===== config.mk =====
export PLATFORM = sky130hd
export DESIGN_NAME = base128_byte_encoder
export DESIGN_NICKNAME = d
export VERILOG_FILES = /design/src/sv/b128_pkg.sv /design/src/sv/base128_byte_encoder.sv /design/src/sv/b128_pack.sv
export SDC_FILE = /design/constraint.sdc
export NUM_CORES = 1
export LEC_CHECK = 0
export BUFFER_PORTS_ARGS = -buffer_cell sky130_fd_sc_hd__buf_4
export CAP_MARGIN = 20
export CORE_MARGIN = 10
export CORE_UTILIZATION = 45
export DETAILED_ROUTE_END_ITERATION = 8
export GPL_TIMING_DRIVEN = 0
export REMOVE_ABC_BUFFERS = 1
export SKIP_CTS_REPAIR_TIMING = 1
export SLEW_MARGIN = 0
export SYNTH_ARGS = -nofsm -noshare
export SYNTH_HDL_FRONTEND = slang
export SYNTH_SLANG_ARGS = --single-unit
export TNS_END_PERCENT = 1

===== constraint.sdc =====
create_clock -name clk -period 11.3 [get_ports clk]
set_clock_uncertainty 0.2 [all_clocks]
set_input_delay 0.565 -clock clk [delete_from_list [all_inputs] [get_ports clk]]
set_output_delay 0.565 -clock clk [all_outputs]
set_load 0.02 [all_outputs]

===== src/sv/b128_pkg.sv =====
// ---------------------------------------------------------------------------
// b128_pkg
// Shared types, constants and the alphabet lookup for the base-128 encoder.
// ---------------------------------------------------------------------------
`default_nettype none

package b128_pkg;

  localparam int unsigned ByteW  = 8;
  localparam int unsigned SymW   = 7;
  localparam int unsigned PhaseW = 3;
  localparam int unsigned CarryW = 6;

  // last phase of a seven-byte group
  localparam logic [PhaseW-1:0] PhaseLast = 3'd6;

  // alphabet range boundaries and offsets
  localparam logic [SymW-1:0]  LowerEnd  = 7'd26;
  localparam logic [SymW-1:0]  UpperEnd  = 7'd52;
  localparam logic [SymW-1:0]  DigitEnd  = 7'd62;
  localparam logic [ByteW-1:0] LowerOfs  = 8'h61;  // 'a'
  localparam logic [ByteW-1:0] UpperOfs  = 8'h27;  // 'A' - 26
  localparam logic [ByteW-1:0] DigitOfs  = 8'hfc;  // '0' - 52, mod 256
  localparam logic [ByteW-1:0] HighOfs   = 8'h7e;  // 0xbc - 62

  typedef logic [ByteW-1:0]  byte_t;
  typedef logic [SymW-1:0]   sym_t;
  typedef logic [PhaseW-1:0] phase_t;
  typedef logic [CarryW-1:0] carry_t;

  // one output character with its end mark
  typedef struct packed {
    byte_t code;
    logic  last;
  } char_t;

  // the characters produced by one input byte
  typedef struct packed {
    char_t first;
    char_t second;
    logic  two;
  } char_pair_t;

  // map a 7-bit symbol to its character
  function automatic byte_t alphabet(input sym_t sym);
    byte_t ext;
    ext = {1'b0, sym};
    if (sym < LowerEnd) begin
      return ext + LowerOfs;
    end else if (sym < UpperEnd) begin
      return ext + UpperOfs;
    end else if (sym < DigitEnd) begin
      return ext + DigitOfs;
    end else begin
      return ext + HighOfs;
    end
  endfunction

endpackage

`default_nettype wire


===== src/sv/base128_byte_encoder.sv =====
// ---------------------------------------------------------------------------
// base128_byte_encoder
// Streams bytes into 7-bit symbols, seven bytes to eight characters, and
// flushes the held bits as a final character at the end of a message.
// ---------------------------------------------------------------------------
// channel | valid      | stall      | payload
// byte in | byte_valid | byte_stall | data_byte, last_byte
// char out| char_valid | char_stall | code_char, last_char
//
// A byte is registered on entry and then moves to the output register. Bytes
// that give one character flow at one per cycle while char_stall is low; a
// group end or message end gives two characters, and the second sits in a
// spare register while the next byte waits in the entry register.
// Reset clears the phase, held bits and all valid flags.
// Output stall holds the character register; input stall rises when the
// entry register cannot move on.
// ---------------------------------------------------------------------------
`default_nettype none

module base128_byte_encoder (
  input  var logic             clk,
  input  var logic             rst,
  input  var logic             byte_valid,
  output logic                 byte_stall,
  input  var b128_pkg::byte_t  data_byte,
  input  var logic             last_byte,
  output logic                 char_valid,
  input  var logic             char_stall,
  output b128_pkg::byte_t      code_char,
  output logic                 last_char
);
  import b128_pkg::*;

  // group state
  phase_t     phase;
  carry_t     carry;
  phase_t     phase_next;
  carry_t     carry_next;
  phase_t     phase_in;
  carry_t     mask;

  // entry register
  logic       s1_valid;
  byte_t      s1_data;
  logic       s1_last;
  phase_t     s1_phase;
  carry_t     s1_carry;

  // output register and spare for the second character
  logic       out_valid;
  char_t      out_char;
  logic       pend_valid;
  char_t      pend_char;

  char_pair_t chars;
  logic       accept;
  logic       out_free;
  logic       s1_move;
  logic       pend_move;

  // handshake
  assign out_free   = !out_valid || !char_stall;
  assign pend_move  = pend_valid && out_free;
  assign s1_move    = s1_valid && out_free && !pend_valid;
  assign byte_stall = s1_valid && !s1_move;
  assign accept     = byte_valid && !byte_stall;

  // next phase and held bits from the arriving byte
  assign phase_in = (phase > PhaseLast) ? PhaseLast : phase;
  assign mask     = carry_t'((8'd1 << (phase_in + phase_t'(1))) - 8'd1);

  always_comb begin
    if (last_byte || (phase_in == PhaseLast)) begin
      phase_next = '0;
      carry_next = '0;
    end else begin
      phase_next = phase_in + phase_t'(1);
      carry_next = data_byte[CarryW-1:0] & mask;
    end
  end

  // group state register
  always_ff @(posedge clk) begin
    if (rst) begin
      phase <= '0;
      carry <= '0;
    end else if (accept) begin
      phase <= phase_next;
      carry <= carry_next;
    end
  end

  // entry register
  always_ff @(posedge clk) begin
    if (rst) begin
      s1_valid <= 1'b0;
    end else if (accept) begin
      s1_valid <= 1'b1;
    end else if (s1_move) begin
      s1_valid <= 1'b0;
    end
  end

  always_ff @(posedge clk) begin
    if (accept) begin
      s1_data  <= data_byte;
      s1_last  <= last_byte;
      s1_phase <= phase;
      s1_carry <= carry;
    end
  end

  // symbol split and alphabet lookup
  b128_pack u_pack (
    .data  (s1_data),
    .last  (s1_last),
    .phase (s1_phase),
    .carry (s1_carry),
    .chars (chars)
  );

  // output register and spare register
  always_ff @(posedge clk) begin
    if (rst) begin
      out_valid  <= 1'b0;
      pend_valid <= 1'b0;
    end else begin
      if (pend_move) begin
        out_valid  <= 1'b1;
        pend_valid <= 1'b0;
      end else if (s1_move) begin
        out_valid  <= 1'b1;
        pend_valid <= chars.two;
      end else if (out_free) begin
        out_valid  <= 1'b0;
      end
    end
  end

  always_ff @(posedge clk) begin
    if (pend_move) begin
      out_char <= pend_char;
    end else if (s1_move) begin
      out_char  <= chars.first;
      pend_char <= chars.second;
    end
  end

  assign char_valid = out_valid;
  assign code_char  = out_char.code;
  assign last_char  = out_char.last;

endmodule

`default_nettype wire


===== src/sv/b128_pack.sv =====
// ---------------------------------------------------------------------------
// b128_pack
// Splits one registered byte into its symbols and maps them to characters.
// ---------------------------------------------------------------------------
`default_nettype none

module b128_pack (
  input  var b128_pkg::byte_t      data,
  input  var logic                 last,
  input  var b128_pkg::phase_t     phase,
  input  var b128_pkg::carry_t     carry,
  output b128_pkg::char_pair_t     chars
);
  import b128_pkg::*;

  phase_t               p;
  phase_t               hi_shift;
  phase_t               lo_shift;
  logic [CarryW+ByteW-1:0] joined;
  logic [CarryW+ByteW-1:0] joined_sh;
  logic [ByteW+SymW-2:0]   lo_wide;
  sym_t                 sym_first;
  sym_t                 sym_second;

  // phase seven is never reached; treat it as the last phase
  assign p = (phase > PhaseLast) ? PhaseLast : phase;

  assign hi_shift = p + phase_t'(1);
  assign lo_shift = PhaseLast - p;

  // first symbol: held bits on top, high bits of the byte below
  assign joined    = {carry, data};
  assign joined_sh = joined >> hi_shift;
  assign sym_first = joined_sh[SymW-1:0];

  // second symbol: low bits of the byte, zero padded on the right
  assign lo_wide    = {{(SymW-2){1'b0}}, data} << lo_shift;
  assign sym_second = lo_wide[SymW-1:0];

  // second character on a group end or a message end
  always_comb begin
    chars.first.code  = alphabet(sym_first);
    chars.first.last  = 1'b0;
    chars.second.code = alphabet(sym_second);
    chars.second.last = last;
    chars.two         = last || (p == PhaseLast);
  end

endmodule

`default_nettype wire

==> results.json <==
{
  "setup_viol": 0,
  "cts_root_buf": "clkbuf_8",
  "synth.most_common_cell": "nand2_1",
  "antenna_found_initial": 0,
  "cts_sinks": 48,
  "drtAntennaViolNets": 0,
  "die_w_microns": 110.3,
  "grt_pass1_wl_microns": 14170,
  "rsz0062_at_grt": "no",
  "synth_top_area_cell": "edfxtp_1",
  "slew_headroom_pct": 36.23,
  "async_reset_ff_share_pct": 0,
  "fillers": 733,
  "drt_iter0_markers": 203,
  "drc": 0,
  "h-tree-depth": 2,
  "period_share_pct": 46.71,
  "worst_pin_slew_ns": 0.9566,
  "gp_congestion": 0.9223,
  "grt_max_degree": 28,
  "ys_seq_area_share_pct": 36.04,
  "n_antenna_cell": 0,
  "io_pins": 24,
  "hpwl_microns": 6187,
  "die_area_sq_um": 12160,
  "routedWlPerCell_microns": 16.85,
  "clk_pin_slew_ns": 0.09,
  "critPathCaptureType": "flip-flop",
  "vias": 2953,
  "track_usage_pct": 14.46,
  "grt_pass1_vias": 2835,
  "crit_required_ns": 11.14,
  "routed_wl_microns": 8339,
  "seq_area_sq_um": 1321,
  "tritoncts": "built",
  "drt_pass1_iterations": 5,
  "yosysTopAreaCellShare_pct": 29.49,
  "maxCapViolations": 0,
  "start_util_pct": 46.96,
  "slew_viol_final": 0,
  "path_class": "reg -> reg",
  "grt_remaining_overflow": 0,
  "critPathMaxFanout": 19,
  "hold_viol": 0,
  "syn_to_final_growth_pct": 8.396,
  "hold_class": "reg -> reg",
  "viasPerCell": 5.966,
  "finalCriticalPeriod_ns": 5.278,
  "rows": 32,
  "final_area_sq_um": 3974,
  "status": "completed",
  "syn_area_sq_um": 3666,
  "synthTopCellsByArea": "edfxtp_1, ha_1, dfxtp_1",
  "clk-insertion-delay-late_ns": 0.30,
  "synth.avg_cell_area_sq_um": 9.622,
  "leakage_uw": 0.001498,
  "multi_input_area_sq_um": 2168,
  "worst_ir_drop_vdd_uv": 61.17,
  "placed_area_sq_um": 3864,
  "clockBufferDepth": 2,
  "syn_inst": 381,
  "die_y_microns": 110.3,
  "ys_warn_count": 0,
  "core-area_sq_um": 7807,
  "ys_seq_elements": 48,
  "cellPowerDensity_nw_per_um2": 137.6,
  "max_freq_ghz": 0.1895,
  "synthFlopType": "edfxtp_1",
  "synth_edf_count": 36,
  "netlist_top_cells_count": "nand2_1, edfxtp_1, a21oi_1, nor2_1, ha_1",
  "cts_buffers": 5,
  "synth_cell_types": 64,
  "cp_data_arrival_time_ns": 5.12,
  "fin_tns_setup_ns": 0,
  "final_nets": 426,
  "critPathLaunchType": "flip-flop",
  "drive_gt1_share_pct": 15.27,
  "port_buffers": 23
}
[state kept, by name, indices dropped and copies added, names as in the netlist]
signal,cells
code_char,8
s1_valid,1
carry,6
s1_last,1
s1_data,8
char_valid,1
s1_carry,6
phase,3
pend_char,9
s1_phase,3
last_char,1
pend_valid,1
[worst paths after layout]
kind | start | endpoint | slack [ns] | cells past startpoint
worst min register to register | carry[0]$_SDFFE_PP0P_ | s1_carry[0]$_DFFE_PP_ | 0.24 | 0
worst max register to register | s1_phase[0]$_DFFE_PP_ | pend_char[5]$_DFFE_PP_ | 6.02 | 10
worst max-delay path | s1_phase[0]$_DFFE_PP_ | pend_char[5]$_DFFE_PP_ | 6.02 | 10
worst min-delay path | carry[0]$_SDFFE_PP0P_ | s1_carry[0]$_DFFE_PP_ | 0.24 | 0
[worst max-delay path: stages, from the launching register on]
cell and delay [ns]:
edfxtp_1 0.74, a21boi_2 0.62, ha_1 0.66, clkinv_1 0.50, nor3_1 0.71, inv_1 0.24
ha_1 0.34, o211ai_1 0.64, a21oi_1 0.08, a21oi_1 0.19, xor2_1 0.09
[layout make-up]
type | instances | area share [%]
Timing Repair Buffer | 25 | 4.723
Inverter | 19 | 1.858
Clock inverter | 1 | 0.2204
Multi-Input combinational cell | 293 | 54.57
Tap cell | 102 | 3.212
Sequential cell | 48 | 33.25
Clock buffer | 7 | 2.173
[cell families (layout without fill, tap and decap cells)]
| kind of cell | count (synthesis) | in the layout | share of synthesized area (%) |
|---|---|---|---|
| AND/OR/NAND/NOR | 124 | 124 | 16.45 |
| AO/OA/AOI/OAI | 101 | 101 | 19.69 |
| flip-flops | 48 | 48 | 36.04 |
| buffers and inverters | 40 | 52 | 4.813 |
| multiplexers | 33 | 33 | 12.49 |
| adder cells (fa/ha/maj) | 21 | 21 | 7.167 |
| XOR/XNOR | 14 | 14 | 3.345 |
[stage by stage]
step                      util [%]  std cells  total power, uW  hold slack (ns)  worst slack (ns)
final                        50.90        495            546.8           0.2358             6.022
after global routing         50.90        495            583.6           0.2237             5.550
after CTS                    50.71        493            548.5           0.2301             5.832
after detailed placement     49.49        485            439.8           0.2176             5.872
after global placement       49.49        485            437.4           0.2180             5.901
after floorplan                  -        360            385.8           0.2081             6.737
[layout by cell type, fill, tap and decap left out, drive strengths merged, types with 6 or more instances in the layout]
cell,count
o211ai,6
clkbuf,7
nor2,33
nand4,8
mux4,9
nand2,37
xnor2,10
buf,25
mux2,9
inv,17
nand3,10
edfxtp,36
o21ai,16
nor3,6
ha,21
mux2i,15
a31oi,8
a21oi,33
dfxtp,12
[metal layers]
| metal | share of wire (%) | up-vias | wire length [microns] | global-route usage [%] |
|---|---|---|---|---|
| met3 | 5.7 | 12 | 476 | 2.670 |
| met4 | 1.4 | 0 | 118 | 4.128 |
| met5 | 0 | - | 0 | 0 |
| li1 | - | 1448 | - | - |
| met2 | 47 | 92 | 3908 | 22.98 |
| met1 | 46 | 1401 | 3835 | 19.64 |
[power breakdown]
part	switching (uW)	internal (uW)
registers	12.2	213
logic	125	88.4
clock network	57.6	50.2
total	195	352
(Power assumes the default switching activity.)
